File: src/rtl/core/ndo_div_cell.sv
// One restoring division step: shift in a dividend bit, trial subtract,
// shift out a quotient bit. Registered. Depends on nothing.
module ndo_div_cell #(
  parameter int unsigned DW = 32,
  parameter int unsigned VW = 32
) (
  input  logic          clk_i,
  input  logic [VW-1:0] rem_i,
  input  logic [DW-1:0] num_i,
  input  logic [VW-1:0] den_i,
  output logic [VW-1:0] rem_o,
  output logic [DW-1:0] num_o,
  output logic [VW-1:0] den_o
);

  logic [VW:0]   rem_sh;
  logic [VW+1:0] diff;
  logic          ge;
  logic [VW-1:0] rem_d;
  logic [DW-1:0] num_d;
  logic [VW-1:0] rem_q;
  logic [DW-1:0] num_q;
  logic [VW-1:0] den_q;

  always_comb begin
    rem_sh = {rem_i, num_i[DW-1]};
    diff   = {1'b0, rem_sh} - {2'b00, den_i};
    ge     = ~diff[VW+1];
    rem_d  = ge ? diff[VW-1:0] : rem_sh[VW-1:0];
    num_d  = {num_i[DW-2:0], ge};
  end

  always_ff @(posedge clk_i) begin
    rem_q <= rem_d;
    num_q <= num_d;
    den_q <= den_i;
  end

  assign rem_o = rem_q;
  assign num_o = num_q;
  assign den_o = den_q;

endmodule

File: src/rtl/core/ndo_div_chain.sv
// Pipelined divider: a row of DW division cells, one quotient bit each.
// Depends on ndo_div_cell. One request per cycle.
module ndo_div_chain #(
  parameter int unsigned DW = 32,
  parameter int unsigned VW = 32
) (
  input  logic          clk_i,
  input  logic [DW-1:0] num_i,
  input  logic [VW-1:0] den_i,
  output logic [DW-1:0] quo_o,
  output logic [VW-1:0] rem_o
);

  logic [VW-1:0] rem_w [DW+1];
  logic [DW-1:0] num_w [DW+1];
  logic [VW-1:0] den_w [DW+1];

  assign rem_w[0] = '0;
  assign num_w[0] = num_i;
  assign den_w[0] = den_i;

  for (genvar k = 0; k < DW; k++) begin : g_cell
    ndo_div_cell #(.DW(DW), .VW(VW)) u_cell (
      .clk_i (clk_i),
      .rem_i (rem_w[k]),
      .num_i (num_w[k]),
      .den_i (den_w[k]),
      .rem_o (rem_w[k+1]),
      .num_o (num_w[k+1]),
      .den_o (den_w[k+1])
    );
  end

  assign quo_o = num_w[DW];
  assign rem_o = rem_w[DW];

endmodule

File: config.mk
export PLATFORM = sky130hd
export DESIGN_NAME = ndo_div_chain
export DESIGN_NICKNAME = d
export VERILOG_FILES = /design/src/rtl/core/ndo_div_cell.sv /design/src/rtl/core/ndo_div_chain.sv
export SDC_FILE = /design/constraint.sdc
export NUM_CORES = 2
export LEC_CHECK = 0
export BUFFER_PORTS_ARGS = -buffer_cell sky130_fd_sc_hd__buf_2
export CORE_UTILIZATION = 51
export DETAILED_ROUTE_END_ITERATION = 8
export GPL_ROUTABILITY_DRIVEN = 1
export GPL_TIMING_DRIVEN = 0
export HOLD_SLACK_MARGIN = 0.05
export PLACE_DENSITY_LB_ADDON = 0.05
export SLEW_MARGIN = 10
export SYNTH_ARGS = -nofsm -noshare
export SYNTH_HDL_FRONTEND = slang
export SYNTH_SLANG_ARGS = --single-unit
export TNS_END_PERCENT = 20
File: constraint.sdc
create_clock -name clk_i -period 3.51 [get_ports clk_i]
set_input_delay 0.5265 -clock clk_i [delete_from_list [all_inputs] [get_ports clk_i]]
set_output_delay 0.5265 -clock clk_i [all_outputs]
set_load 0.01 [all_outputs]
Word-level counts from Yosys, hierarchy flattened
Index checks and enable logic that the tools add are counted.
Widths: inputs -> output; s select.

cells by class
  add/sub/neg operators = 32
  multiplexer cells = 32
  bitwise logic cells = 32

operators by type and width
  cell            number
  $sub 33x32->34  31
  $mux 32         31
  $sub 1x32->33   1
  $not 1->1       32
  $mux 1          1

storage, ports and cells
  flip-flop bits (word level) = 3040
  logic and storage cells = 192

Logic depth before layout (Yosys ltp)
  depth in word-level cells = 2
  mapped depth = 15

Hierarchy
From an unflattened synthesis, not the netlist that was laid out.

unflattened totals
  cells, all modules = 13859
  area total of the unflattened synthesis = 135880.3 um2

modules (own cells, without submodules)
  module                                 instances  cells each  area an instance (um2)  sequential area each (um2)
  ndo_div_cell at g_cell[23].u_cell ...  14         452         4151.5                  1921.8
  ndo_div_cell at g_cell[0].u_cell ...   12         417         4329.2                  1921.8
  ndo_div_cell at g_cell[10].u_cell ...  3          414         4341.7                  1921.8
  ndo_div_cell at g_cell[30].u_cell ...  3          428         4260.3                  1921.8
  ndo_div_chain                          1          1           3.8                     0.0

Least setup slack after synthesis
Ideal clock, no wire load.

  kind = flip-flop to flip-flop
  from = register g_cell[18].u_cell.num_q[31]
  to = register g_cell[19].u_cell.rem_q[28]
  arrival time = 3124 ps
  required time = 3389 ps
  setup slack = 265 ps
  cell stages (with the launch flop) = 15
  clock period less this slack = 3245 ps
  cells stage by stage = dfxtp_1 inv_1 ha_1 inv_1 fa_1 a211oi_1 o211ai_1 a41oi_1 o21ai_0 o21ai_0 o21ai_0 a221oi_1 o21ai_0 xor2_1 mux2_2

on the way
  word-level cells in the longest chain between the ends = 2

RTL lines
  item                             line                source
  from (decl)                      ndo_div_cell.sv:22  logic [DW-1:0] num_q;
  from (signal assigned)           ndo_div_cell.sv:35  num_q <= num_d;
  $sub 33x32->34                   ndo_div_cell.sv:27  diff = {1'b0, rem_sh} - {2'b00, den_i};
  $mux 32                          ndo_div_cell.sv:29  rem_d = ge ? diff[VW-1:0] : rem_sh[VW-1:0];
  net g_cell[19].u_cell.rem_d[28]  ndo_div_cell.sv:19  logic [VW-1:0] rem_d;
  to (signal assigned)             ndo_div_cell.sv:34  rem_q <= rem_d;
  to (decl)                        ndo_div_cell.sv:21  logic [VW-1:0] rem_q;

The timed path passes the listed nets, and every way through them passes these cells.
A chain may end at the register's enable or synchronous reset.

Worst setup path after layout
  from = register g_cell[19].u_cell.num_q[31]
  to = register g_cell[20].u_cell.rem_q[30]

on the way
  word-level cells in the longest chain between the ends = 2

RTL lines
  item                             line
  from (decl)                      ndo_div_cell.sv:22
  from (signal assigned)           ndo_div_cell.sv:35
  $sub 33x32->34                   ndo_div_cell.sv:27
  $mux 32                          ndo_div_cell.sv:29
  net g_cell[20].u_cell.rem_d[30]  ndo_div_cell.sv:19
  to (signal assigned)             ndo_div_cell.sv:34
  to (decl)                        ndo_div_cell.sv:21

The timed path passes the listed nets, and every way through them passes these cells.

==> impl_results.md <==
* Residual DRC at 0
* Ports at 129
* Vias in the first global route at 89200
* Port Buffers at 128
* Hold path depth at 2
* VDD IR max at 0.000617 V
* Cell variety after synth at 98
* Worst-path fanout max at 4
* Top-area cell type share of the netlist area at slightly below 50%
* Syn Area/Cell at about 10 um^2
* Routed vias at 89900
* CP Capture Type: flip-flop
* Clock Latency Late Sink at 0.98 ns
* Fin. Hold Viols at 0
* Final WL at 327 mm
* Root Buffer: clkbuf_16
* Ranking of synthesized cells by area: dfxtp_1 49%, ha_1 10%, a21oi_1 4.2%
* Row count at 180
* Maximum clock frequency at ~280 MHz
* CP startpoint: g_cell[19].u_cell.num_o[31]
* Yosys reg bits at 3040
* Commonest non-fill, non-tap cells in the layout: 2989 x dfxtp_1, 1239 x inv_1, 962 x a21oi_1
* Worst flop-to-flop path startpoint: g_cell[19].u_cell.num_o[31]
* YS warnings at 0
* Post-DP Area at 0.128 mm^2
* Post-Synthesis Cells at approximately 13000
* Final WS setup at -0.0580 ns
* Pleak at 65.8 nW
* Fin crit period at 3.57 ns
* Slew headroom at 31.6%
* CTS Buf Count at ~320
* Largest net degree at the start of global routing at 17
* Chip width at 495 um
* Routability Congestion at 0.928
* Worst R2R Path Depth at 14
* Worst Clk Skew at 0.116 ns
* Most common cell after layout, fill and taps aside: dfxtp_1
* Core area at 0.241 mm^2
* Failing checks: negative setup slack
* Cell Area, Synth at between 0.1 and 0.15 mm^2
* Total track usage at 26.1%
* Hold_sp: num_i[22]
* Drt wl/cell at 19.6 um
* Final setup vio count at 24
* Power per standard cell area at 1120 mW/mm^2
* DP HPWL at 251 mm
* Die ar. at 0.245 mm^2
* P&R area growth vs syn at 16.7%
* WS Path Type: flip-flop to flip-flop
* Async set or reset register ratio after synthesis at 0%
* Unrepaired setup endpoints after global routing: true
* Data required, critical path at about 4.3 ns
* Status: complete, but fails checks
* Final Max Tran Viols at 0
* Worst-margin pin slew at between 1 and 1.5 ns
* H-tree levels at 5
* Min-Delay Path Class: input port to flip-flop
* Fillers at between 20000 and 25000
* CTS tree: built
* Initial DRT Pass Iterations at 5
* Routed Antenna Nets at 0
* Hold WS at 0.186 ns
* Worst Setup Start Kind: flip-flop
* Iter 0 DRT Violations at 5962
* Overflow after GRT at 0
* Crit path DAT at 4.32 ns
* Layout cells sized above 1 at 13.6%
* Clk sinks at 3040
* Worst-path clk slew at 0.07 ns
* Max Cap Viol at 0
* EDFF count, synth at 0
* Bufs on Longest Clock Path at 4
* Die H at 495 um
* Initial antenna violation count at 32
* Final instance area at 0.145 mm^2
* NumNets Final at 14400
* Starting density of the core at 51.4%
* First-pass GRT wire length at 502 mm
* Register area share after synthesis at 49.2%
* Avg Vias per Cell at 5.38
* Main synth FF type: dfxtp_1
* Crit share post-route at 102%
* Synth area leader: dfxtp_1
## metal layers
metal  track usage [%]  part of all wire, %  up-vias
li1                  -                    -    44800
met1              36.8                   49    42100
met2              39.8                   42     2349
met3              3.54                  4.7      682
met4              10.9                  4.3        8
met5                 0                0.018        -
## per-stage QoR
stage / setup slack [ns] / setup TNS [ns] / cells / total power, W / util [%]
6_report: -0.0580 / -0.384 / 16700 / 0.162 / 60.0
2_1_floorplan: 0.265 / 0 / 12600 / 0.0998 / -
3_5_place_dp: -1.85 / -564.24 / 15900 / 0.119 / 53.3
3_3_place_gp: -1.79 / -588.99 / 15900 / 0.119 / 53.3
5_1_grt: -0.159 / -7.60 / 16700 / 0.172 / 60.0
4_1_cts: -0.151 / -3.68 / 16600 / 0.159 / 59.2
## sequential cells by signal, indices dropped and copies added, names as in the netlist
signal               count
g_cell.u_cell.den_o    992
g_cell.u_cell.num_o   1024
g_cell.u_cell.rem_o   1024
## where the power goes
| part | switching (W) | total, W | leakage, nW | internal (W) |
|---|---|---|---|---|
| Clock | 0.0136 | 0.0346 | 5.31 | 0.0210 |
| Sequential | 0.00614 | 0.0509 | 25.6 | 0.0447 |
| Combinational | 0.0429 | 0.0762 | 34.9 | 0.0333 |
## timing repair
action	in CTS	in global routing
setup buffers	89	60
resized for setup	542	411
hold endpoints to repair	70	0
gates cloned	2	3
pin swaps	87	98
hold buffers	64	0
endpoints found under the setup margin	991	858
## kinds of logic (layout without fill, tap and decap cells)
| kind of cell | Yosys count | after routing | share of synthesized area [%] |
|---|---|---|---|
| adder cells (fa/ha/maj) | 1025 | 1025 | 10.5 |
| multiplexers | 419 | 419 | 3.78 |
| other | 1 | 35 | 0.00303 |
| flip-flops | 3040 | 3040 | 49.2 |
| AO/OA/AOI/OAI | 3256 | 3256 | 16.4 |
| XOR/XNOR | 827 | 827 | 5.85 |
| buffers and inverters | 1560 | 2444 | 4.86 |
| AND/OR/NAND/NOR | 2477 | 2478 | 9.36 |
## synthesized netlist by cell type, types with 24 or more instances
cell type  count
or2_2         36
mux2_1        33
ha_1         994
fa_1          31
nor2_1       657
o31ai_1       72
xor2_1       329
a211oi_1      90
and3_1        95
a211o_1       24
clkbuf_1     217
nand4_1      121
or3_1         44
nand2b_1     115
dfxtp_1     3040
a31oi_1      101
xnor2_1      498
mux2_2       353
a2111oi_0     28
mux2i_1       33
nand3_1      167
nor3_1       129
nor4_1        28
nand2_1      835
a21o_1       468
buf_2         69
inv_1       1250
o21a_1       124
and2_1        53
a21boi_0      26
a21oi_1     1049
nor2b_1      110
o211ai_1      51
o21ai_0      795
o21bai_1     107
## worst paths after layout
kind,endpoint,slack (ns)
worst max-delay path,g_cell[20].u_cell.rem_o[30],-0.06
worst min-delay path,g_cell[0].u_cell.num_o[23],0.19
worst max register to register,g_cell[20].u_cell.rem_o[30],-0.06
worst min register to register,g_cell[8].u_cell.num_o[25],0.29
## critical path, cell delays in order, from the launching register on
cell      delay (ns)
dfxtp_2         0.32
inv_2           0.06
ha_4            0.14
inv_2           0.04
fa_2            0.43
a211oi_4        0.30
o21ai_2         0.10
a221o_1         0.42
a311oi_2        0.31
o21a_1          0.25
o31ai_4         0.12
a311o_1         0.40
a21oi_2         0.14
xnor2_1         0.08
mux2_4          0.25
## cell type report
class                      count  area (um^2)  share of cell area [%]
clock inverter               134         1860                    1.29
clock buffer                 424         9030                    6.25
inverter                    1255         4740                    3.28
buffer                       285         1830                    1.27
sequential                  3040        61000                    42.2
tap                         3185         3990                    2.76
timing repair buffer         346         2670                    1.85
multi-input combinational   8020        59400                    41.1
antenna                       20         50.0                  0.0346
Note: power is estimated with default switching activity, not from simulation.
